==> config.mk <==
export PLATFORM = sky130hd
export DESIGN_NAME = pmbus_linear_format_codec
export DESIGN_NICKNAME = d
export VERILOG_FILES = /design/src/plfc_pkg.sv /design/src/pmbus_linear_format_codec.sv /design/src/plfc_lead.sv /design/src/plfc_shift.sv /design/src/plfc_pack.sv
export SDC_FILE = /design/constraint.sdc
export NUM_CORES = 1
export LEC_CHECK = 0
export ABC_AREA = 1
export BUFFER_PORTS_ARGS = -buffer_cell sky130_fd_sc_hd__buf_2
export CORE_ASPECT_RATIO = 1.4
export CORE_MARGIN = 10
export CORE_UTILIZATION = 58
export CTS_CLUSTER_DIAMETER = 40
export CTS_CLUSTER_SIZE = 14
export DETAILED_ROUTE_END_ITERATION = 16
export PLACE_DENSITY_LB_ADDON = 0.12
export SYNTH_ARGS = -nofsm -noshare
export SYNTH_HDL_FRONTEND = slang
export SYNTH_HIERARCHICAL = 1
export SYNTH_SLANG_ARGS = --single-unit
==> constraint.sdc <==
create_clock -name clk -period 6.9 [get_ports clk]
set_clock_uncertainty 0.1 [all_clocks]
set_input_delay 0.345 -clock clk [delete_from_list [all_inputs] [get_ports clk]]
set_output_delay 0.345 -clock clk [all_outputs]
set_load 0.01 [all_outputs]
==> src/plfc_pkg.sv <==
// Shared types and constants for the PMBus linear-format codec.
// Used by every stage module and the top level; depends on nothing.

package plfc_pkg;

  typedef enum logic [1:0] {
    CMD_DEC_S11 = 2'd0,
    CMD_DEC_U16 = 2'd1,
    CMD_ENC_S11 = 2'd2,
    CMD_ENC_U16 = 2'd3
  } cmd_t;

  localparam int unsigned QW = 48;   // Q16 value width
  localparam int unsigned WW = 16;   // PMBus word width
  localparam int unsigned LW = 6;    // leading-one position width
  localparam int unsigned SW = 5;    // shift amount width

  localparam logic [WW-1:0] S11_SAT_WORD = 16'h7BFF;
  localparam logic [WW-1:0] U16_SAT_WORD = 16'hFFFF;
  // 16 + e for a 5-bit two's complement e is e with its top bit flipped
  localparam logic [SW-1:0] EXP_FLIP     = 5'h10;
  localparam logic [SW-1:0] S11_MIN_SH   = 5'd1;   // exponent -15
  localparam logic [LW-1:0] LEAD_SMALL   = 6'd10;  // mantissa fits at exponent -15
  localparam logic [LW-1:0] LEAD_BIAS    = 6'd9;
  localparam logic          CFG_IDX_MODE = 1'b0;
  localparam logic [7:0]    MODE_RESET   = 8'h97;

  typedef struct packed {
    cmd_t            cmd;
    logic [WW-1:0]   raw;
    logic [QW-1:0]   fv;
    logic [SW-1:0]   sh;    // shift for all commands but encode SLINEAR11
    logic [LW-1:0]   lead;  // highest set bit of fv
    logic            nz;
    logic            big;   // no SLINEAR11 exponent fits
  } s1_t;

  typedef struct packed {
    cmd_t            cmd;
    logic [QW-1:0]   val;
    logic [SW-1:0]   sh;
    logic            neg;
    logic            nz;
    logic            big;
  } s2_t;

  typedef struct packed {
    logic [WW-1:0]   word;
    logic [QW-1:0]   dec;
    logic            sat;
  } res_t;

endpackage

==> src/pmbus_linear_format_codec.sv <==
// Channel  | Dir | Beat contents
// in_      | in  | tuser: command; tdata: raw_word, fixed_value
// out_     | out | tdata: encoded_word, decoded_value, saturated
// cfg_     | in  | APB register: output_voltage_mode at byte 0
//
// One beat per cycle sustained while out_ is not stalled; a beat taken on in_ passes
// through three register stages on the way to out_.
// The depth is set by the three stages: leading-one search, barrel shift, pack.
// rst_n (synchronous) empties the pipe and sets the mode register to 0x97.
// A stall holds every full stage; an empty stage still takes a beat.
// Top level of the PMBus linear codec; depends on plfc_pkg and the stage modules.

module pmbus_linear_format_codec (
  input  logic        clk,
  input  logic        rst_n,
  input  logic        in_tvalid,
  output logic        in_tready,
  input  logic [63:0] in_tdata,   // [15:0] raw_word, [63:16] fixed_value
  input  logic [1:0]  in_tuser,   // [1:0] command
  output logic        out_tvalid,
  input  logic        out_tready,
  output logic [71:0] out_tdata,  // [15:0] encoded_word, [63:16] decoded_value,
                                  // [64] saturated, [71:65] zero
  input  logic        cfg_psel,
  input  logic        cfg_penable,
  input  logic        cfg_pwrite,
  input  logic [2:0]  cfg_paddr,
  input  logic [31:0] cfg_pwdata,
  output logic [31:0] cfg_prdata,
  output logic        cfg_pready
);

  logic [7:0]     mode_r, mode_nxt;
  logic           cfg_wr;
  logic           v1, r1, v2, r2;
  plfc_pkg::s1_t  d1;
  plfc_pkg::s2_t  d2;
  plfc_pkg::res_t res;

  assign cfg_pready = 1'b1;
  assign cfg_wr     = cfg_psel && cfg_penable && cfg_pwrite && cfg_pready;
  assign mode_nxt   = (cfg_wr && cfg_paddr[2] == plfc_pkg::CFG_IDX_MODE) ?
                      cfg_pwdata[7:0] : mode_r;
  assign cfg_prdata = (cfg_paddr[2] == plfc_pkg::CFG_IDX_MODE) ? {24'd0, mode_r} : 32'd0;

  always_ff @(posedge clk) begin
    if (!rst_n) begin
      mode_r <= plfc_pkg::MODE_RESET;
    end else begin
      mode_r <= mode_nxt;
    end
  end

  plfc_lead u_lead (
    .clk      (clk),
    .rst_n    (rst_n),
    .up_valid (in_tvalid),
    .up_ready (in_tready),
    .cmd      (plfc_pkg::cmd_t'(in_tuser)),
    .raw      (in_tdata[15:0]),
    .fv       (in_tdata[63:16]),
    .mode_exp (mode_r[4:0]),
    .dn_valid (v1),
    .dn_ready (r1),
    .dn_data  (d1)
  );

  plfc_shift u_shift (
    .clk      (clk),
    .rst_n    (rst_n),
    .up_valid (v1),
    .up_ready (r1),
    .up_data  (d1),
    .dn_valid (v2),
    .dn_ready (r2),
    .dn_data  (d2)
  );

  plfc_pack u_pack (
    .clk      (clk),
    .rst_n    (rst_n),
    .up_valid (v2),
    .up_ready (r2),
    .up_data  (d2),
    .dn_valid (out_tvalid),
    .dn_ready (out_tready),
    .dn_data  (res)
  );

  assign out_tdata = {7'd0, res.sat, res.dec, res.word};

`ifndef ASSERT_OFF
  // backpressure only reaches the input through a full, stalled output
  a_stall_origin: assert property (@(posedge clk) disable iff (!rst_n)
    !in_tready |-> (out_tvalid && !out_tready))
    else $error("input stalled without output stall");

  // a saturated beat carries one of the two clamp words
  a_sat_word: assert property (@(posedge clk) disable iff (!rst_n)
    (out_tvalid && out_tdata[64]) |->
      (out_tdata[15:0] == plfc_pkg::S11_SAT_WORD ||
       out_tdata[15:0] == plfc_pkg::U16_SAT_WORD))
    else $error("saturation flag with wrong word");

  // decode and encode results never mix in one beat
  a_excl: assert property (@(posedge clk) disable iff (!rst_n)
    (out_tvalid && (|out_tdata[63:16])) |-> (out_tdata[15:0] == '0 && !out_tdata[64]))
    else $error("decoded value alongside encode fields");

  // a write to the mode register lands on the next edge
  a_cfg_write: assert property (@(posedge clk) disable iff (!rst_n)
    (cfg_wr && cfg_paddr[2] == plfc_pkg::CFG_IDX_MODE) |=>
      (mode_r == $past(cfg_pwdata[7:0])))
    else $error("mode register write lost");
`endif

endmodule

==> src/plfc_lead.sv <==
// Stage 1: leading-one search on the encode value and shift selection.
// Depends on plfc_pkg.

module plfc_lead (
  input  logic                clk,
  input  logic                rst_n,
  input  logic                up_valid,
  output logic                up_ready,
  input  plfc_pkg::cmd_t      cmd,
  input  logic [15:0]         raw,
  input  logic [47:0]         fv,
  input  logic [4:0]          mode_exp,
  output logic                dn_valid,
  input  logic                dn_ready,
  output plfc_pkg::s1_t       dn_data
);

  logic          valid_r, valid_nxt;
  plfc_pkg::s1_t data_r, data_nxt;
  logic [plfc_pkg::LW-1:0] lead;

  always_comb begin
    lead = '0;
    for (int i = 0; i < plfc_pkg::QW; i++) begin
      if (fv[i]) lead = plfc_pkg::LW'(i);
    end
  end

  always_comb begin
    data_nxt      = '0;
    data_nxt.cmd  = cmd;
    data_nxt.raw  = raw;
    data_nxt.fv   = fv;
    data_nxt.lead = lead;
    data_nxt.nz   = |fv;
    data_nxt.big  = |fv[46:41];
    if (cmd == plfc_pkg::CMD_DEC_S11) begin
      data_nxt.sh = raw[15:11] ^ plfc_pkg::EXP_FLIP;
    end else begin
      data_nxt.sh = mode_exp ^ plfc_pkg::EXP_FLIP;
    end
  end

  assign up_ready  = !valid_r || dn_ready;
  assign valid_nxt = up_ready ? up_valid : valid_r;

  always_ff @(posedge clk) begin
    if (!rst_n) begin
      valid_r <= 1'b0;
    end else begin
      valid_r <= valid_nxt;
    end
  end

  always_ff @(posedge clk) begin
    if (up_ready && up_valid) begin
      data_r <= data_nxt;
    end
  end

  assign dn_valid = valid_r;
  assign dn_data  = data_r;

endmodule

==> src/plfc_shift.sv <==
// Stage 2: barrel shifts, left for decode and right for encode.
// Depends on plfc_pkg.

module plfc_shift (
  input  logic                clk,
  input  logic                rst_n,
  input  logic                up_valid,
  output logic                up_ready,
  input  plfc_pkg::s1_t       up_data,
  output logic                dn_valid,
  input  logic                dn_ready,
  output plfc_pkg::s2_t       dn_data
);

  logic          valid_r, valid_nxt;
  plfc_pkg::s2_t data_r, data_nxt;
  logic [plfc_pkg::SW-1:0] sh;
  logic [plfc_pkg::LW-1:0] lead_adj;
  logic [plfc_pkg::QW-1:0] opnd;

  assign lead_adj = up_data.lead - plfc_pkg::LEAD_BIAS;

  always_comb begin
    sh = up_data.sh;
    if (up_data.cmd == plfc_pkg::CMD_ENC_S11) begin
      // smallest exponent keeping the mantissa under 1024, floored at -15
      if (up_data.lead <= plfc_pkg::LEAD_SMALL) sh = plfc_pkg::S11_MIN_SH;
      else sh = lead_adj[plfc_pkg::SW-1:0];
    end
  end

  always_comb begin
    if (up_data.cmd == plfc_pkg::CMD_DEC_S11) begin
      opnd = {{37{up_data.raw[10]}}, up_data.raw[10:0]};
    end else begin
      opnd = {32'd0, up_data.raw};
    end
  end

  always_comb begin
    data_nxt     = '0;
    data_nxt.cmd = up_data.cmd;
    data_nxt.sh  = sh;
    data_nxt.neg = up_data.fv[plfc_pkg::QW-1];
    data_nxt.nz  = up_data.nz;
    data_nxt.big = up_data.big;
    if (up_data.cmd == plfc_pkg::CMD_DEC_S11 || up_data.cmd == plfc_pkg::CMD_DEC_U16) begin
      data_nxt.val = opnd << sh;
    end else begin
      data_nxt.val = up_data.fv >> sh;
    end
  end

  assign up_ready  = !valid_r || dn_ready;
  assign valid_nxt = up_ready ? up_valid : valid_r;

  always_ff @(posedge clk) begin
    if (!rst_n) begin
      valid_r <= 1'b0;
    end else begin
      valid_r <= valid_nxt;
    end
  end

  always_ff @(posedge clk) begin
    if (up_ready && up_valid) begin
      data_r <= data_nxt;
    end
  end

  assign dn_valid = valid_r;
  assign dn_data  = data_r;

endmodule

==> src/plfc_pack.sv <==
// Stage 3: word packing, saturation and the output register.
// Depends on plfc_pkg.

module plfc_pack (
  input  logic                clk,
  input  logic                rst_n,
  input  logic                up_valid,
  output logic                up_ready,
  input  plfc_pkg::s2_t       up_data,
  output logic                dn_valid,
  input  logic                dn_ready,
  output plfc_pkg::res_t      dn_data
);

  logic           valid_r, valid_nxt;
  plfc_pkg::res_t data_r, data_nxt;

  always_comb begin
    data_nxt = '0;
    unique case (up_data.cmd)
      plfc_pkg::CMD_DEC_S11,
      plfc_pkg::CMD_DEC_U16: begin
        data_nxt.dec = up_data.val;
      end
      plfc_pkg::CMD_ENC_S11: begin
        if (!up_data.neg && up_data.nz) begin
          if (up_data.big) begin
            data_nxt.word = plfc_pkg::S11_SAT_WORD;
            data_nxt.sat  = 1'b1;
          end else begin
            data_nxt.word = {up_data.sh ^ plfc_pkg::EXP_FLIP, up_data.val[10:0]};
          end
        end
      end
      plfc_pkg::CMD_ENC_U16: begin
        if (!up_data.neg) begin
          if (|up_data.val[plfc_pkg::QW-1:plfc_pkg::WW]) begin
            data_nxt.word = plfc_pkg::U16_SAT_WORD;
            data_nxt.sat  = 1'b1;
          end else begin
            data_nxt.word = up_data.val[plfc_pkg::WW-1:0];
          end
        end
      end
      default: data_nxt = '0;
    endcase
  end

  assign up_ready  = !valid_r || dn_ready;
  assign valid_nxt = up_ready ? up_valid : valid_r;

  always_ff @(posedge clk) begin
    if (!rst_n) begin
      valid_r <= 1'b0;
    end else begin
      valid_r <= valid_nxt;
    end
  end

  always_ff @(posedge clk) begin
    if (up_ready && up_valid) begin
      data_r <= data_nxt;
    end
  end

  assign dn_valid = valid_r;
  assign dn_data  = data_r;

endmodule
==> metrics <==
Clk Latency, worst-skew pair=0.51 ns; Clock Path Buffers=3; GP Congestion=slightly below 1; Worst path most repeated cell=nand2_1; setup slack, reg-to-reg=2.37 ns; layout cell share with drive strength beyond 1=13.8%; Iter 0 DRT Violations=1144; CP max-delay cell=nand2_2; drt wl/cell=18.4 microns; Routed Antenna Nets=0; worst-path maximum fanout=75; FMAX=221 MHz; CP max stage delay=0.79 ns; mux cell area share after synthesis=less than 1%; Non-Filler Instances=between 2000 and 2500; die height=198 microns; simple-gate area share of the yosys netlist=~36%; Setup Buffers After CTS=0; Worst setup SP type=flop; Synth Area in Adders=0.192%; hold endpoint=mode_r[4]; xor/xnor share of the synthesized area=0%; Horiz. Die Dim=147 microns; largest family of logic cells by synthesized area=simple AND/OR/NAND/NOR gates; total wire length=slightly below 40000 microns; Slew HR=24.5%; FP Rows=64; initial antenna violation count=0; endpoints failing setup=0; clock-pin slew on the worst setup and hold paths=0.06 ns; cts hold-fix bufs=71; Pins Over Slew Limit=0; clk root buf=clkbuf_16; Syn Std Cell Area=0.0131 sq mm; post-synthesis cell count=1642; H-tree lvl count=1; syn_area_per_cell=7.95 sq um; antenna cell count=0; Layout area overhead=15.7%; TritonCTS clock tree=done; synth unique cells=41; Initial DRT Pass Iterations=6; PD cells=221 mW/mm^2; crit-path cells=inv_1 > ha_1 > nand2_1 > nand3_1 > nand2_1 > nand2_2 > nand2_4 > inv_1 > nand2_1 > nand2_1 > nand3_1 > nand2_1 > nand3_1 > nand3_1; final setup TNS=0 ns; Hold Crit Depth=2; TritonCTS Buffers=22; Vias=around 12000; fin crit share=65.7%; PortBufs=156; sequential-to-total area share from yosys stat=approximately half; dpl cells=2019; I/O Pins=215; crit path kind=reg2reg; commonest non-fill, non-tap cell in the layout=nand3_1; initial core utilization=between 50% and 60%; total gr overflow=0; total track usage=26.0%; Setup crit end kind=flop; Reg2Reg Depth=14; core area=0.0220 sq mm; status=finished clean; YS warnings=6; Power Total=3.34 mW; detailed placement HPWL=26800 microns; Synth Area in Compound Gates=between 3 and 4%; Max-Cap Viols=0; vias in the first global route=between 10000 and 15000; Arr. time, crit path=4.78 ns; worst hold-check path type=in2reg; Net count, final=1927; RSZ-0062 raised after global routing=false; total die area=slightly below 0.03 sq mm; vias per cell=5.70; post-layout min period=4.53 ns; Critical R2R Capture=u_shift/dn_data[17]; Max VDD drop=0.252 mV; post-synthesis register bit count=about 210; largest net degree at the start of global routing=80; first-pass GRT wire length=61200 microns; Clock Sinks=between 200 and 250; Hold Vio Cnt, Final=0; Layout fillers=~1800; most frequent cells in the layout=519 x nand3_1, 361 x nand2_1, 202 x edfxtp_1; actual slew at the worst max-slew pin=roughly 1.1 ns; hold wc startpoint=rst_n; WP data required=7.15 ns; # DRC=0; post-CTS sizing=0; worst r2r src=u_lead/dn_data[2]; Lkg Pwr=slightly below 7 nW
## critical path: cells and delay by family, from the launching register on
kind | cells | cell delay [ns]
DFF | 1 | 0.40
adders and majority gates | 1 | 0.16
and+or+nand+nor | 11 | 2.77
buffers and inverters | 2 | 0.92
## routing by layer
metal	routed length [microns]	up-vias	part of all wire (%)	GRT usage (%)
met2	18800	647	48	44.0
li1	-	5831	-	-
met5	0	-	0	0
met4	1890	0	4.8	11.9
met3	3670	105	9.4	5.41
met1	14700	5540	38	31.1
## per-stage QoR
stage                     utilization, %  worst slack [ns]  hold slack [ns]  instance area [sq um]
after floorplan                        -              1.86            0.300                  13200
after global placement              62.4              2.65            0.339                  13700
after detailed placement            62.4              2.52            0.363                  13700
after CTS                           68.6              2.50           0.0330                  15100
after global routing                68.6              2.17           0.0694                  15100
final                               68.6              2.37           0.0457                  15100
## logic make-up (layout without fill, tap and decap cells)
| family | count (synthesis) | after routing |
|---|---|---|
| multiplexers | 5 | 5 |
| adder cells (fa/ha/maj) | 2 | 2 |
| other | 2 | 32 |
| flip-flops | 213 | 213 |
| AND/OR/NAND/NOR | 1040 | 1040 |
| buffers and inverters | 305 | 461 |
| AO/OA/AOI/OAI | 75 | 75 |
## cell type report
| cell class | count | area, sq um | share of cell area [%] |
|---|---|---|---|
| Clock buffer | 25 | 583 | 3.86 |
| Clock inverter | 10 | 78.8 | 0.522 |
| Inverter | 185 | 782 | 5.18 |
| Multi-Input combinational cell | 1154 | 5410 | 35.8 |
| Sequential cell | 213 | 6290 | 41.6 |
| Tap cell | 297 | 372 | 2.46 |
| Timing Repair Buffer | 241 | 1600 | 10.6 |
## how the worst max path moves through the flow
| stage | endpoint | startpoint | slack [ns] |
|---|---|---|---|
| 6_report | u_shift/dn_data[17] | u_lead/dn_data[2] | 2.37 |
| 2_1_floorplan | u_lead/dn_data[0] | out_tready | 1.86 |
| 5_1_grt | u_shift/dn_data[25] | u_lead/dn_data[2] | 2.17 |
| 3_3_place_gp | u_shift/dn_data[17] | u_lead/dn_data[2] | 2.65 |
| 3_5_place_dp | u_shift/dn_data[17] | u_lead/dn_data[2] | 2.52 |
| 4_1_cts | u_shift/dn_data[17] | u_lead/dn_data[2] | 2.50 |
## where the power goes
part | internal [mW] | switching (mW)
registers | 1.50 | 0.0352
clock network | 0.609 | 0.482
logic | 0.227 | 0.482
total | 2.34 | 1.00
## sequential cells by signal (all words and copies together) (netlist names)
name,flops
u_lead/dn_valid,1
u_shift/dn_valid,1
u_pack/dn_data,65
u_shift/dn_data,58
u_lead/dn_data,79
u_pack/dn_valid,1
mode_r,8
## cell usage after synthesis
library cell	instances	share of area, %
a21boi_0	4	0.23
a21boi_1	1	0.058
a21oi_1	17	0.65
a21oi_2	1	0.067
a22oi_2	1	0.096
and2_1	1	0.048
buf_1	3	0.086
buf_2	45	1.7
buf_4	40	2.3
buf_6	8	0.69
buf_8	2	0.23
bufinv_8	6	0.80
clkbuf_1	22	0.63
conb_1	2	0.058
dfxtp_1	11	1.7
edfxtp_1	202	46
ha_1	2	0.19
inv_1	168	4.8
inv_2	9	0.26
inv_4	2	0.096
mux2_2	4	0.34
mux2i_1	1	0.077
nand2_1	361	10
nand2_2	7	0.34
nand2_4	3	0.26
nand3_1	519	20
nand3_2	3	0.23
nand4_1	9	0.43
nor2_1	119	3.4
nor2_2	8	0.38
nor2_4	3	0.26
nor2_8	1	0.15
nor3_1	1	0.038
nor4_1	3	0.14
o211ai_1	15	0.86
o21ai_0	27	1.0
o21ai_1	7	0.27
o21ai_4	1	0.12
o221ai_1	1	0.067
or2_1	1	0.048
or3_1	1	0.048
No activity file was read; power rests on OpenSTA's default activity.
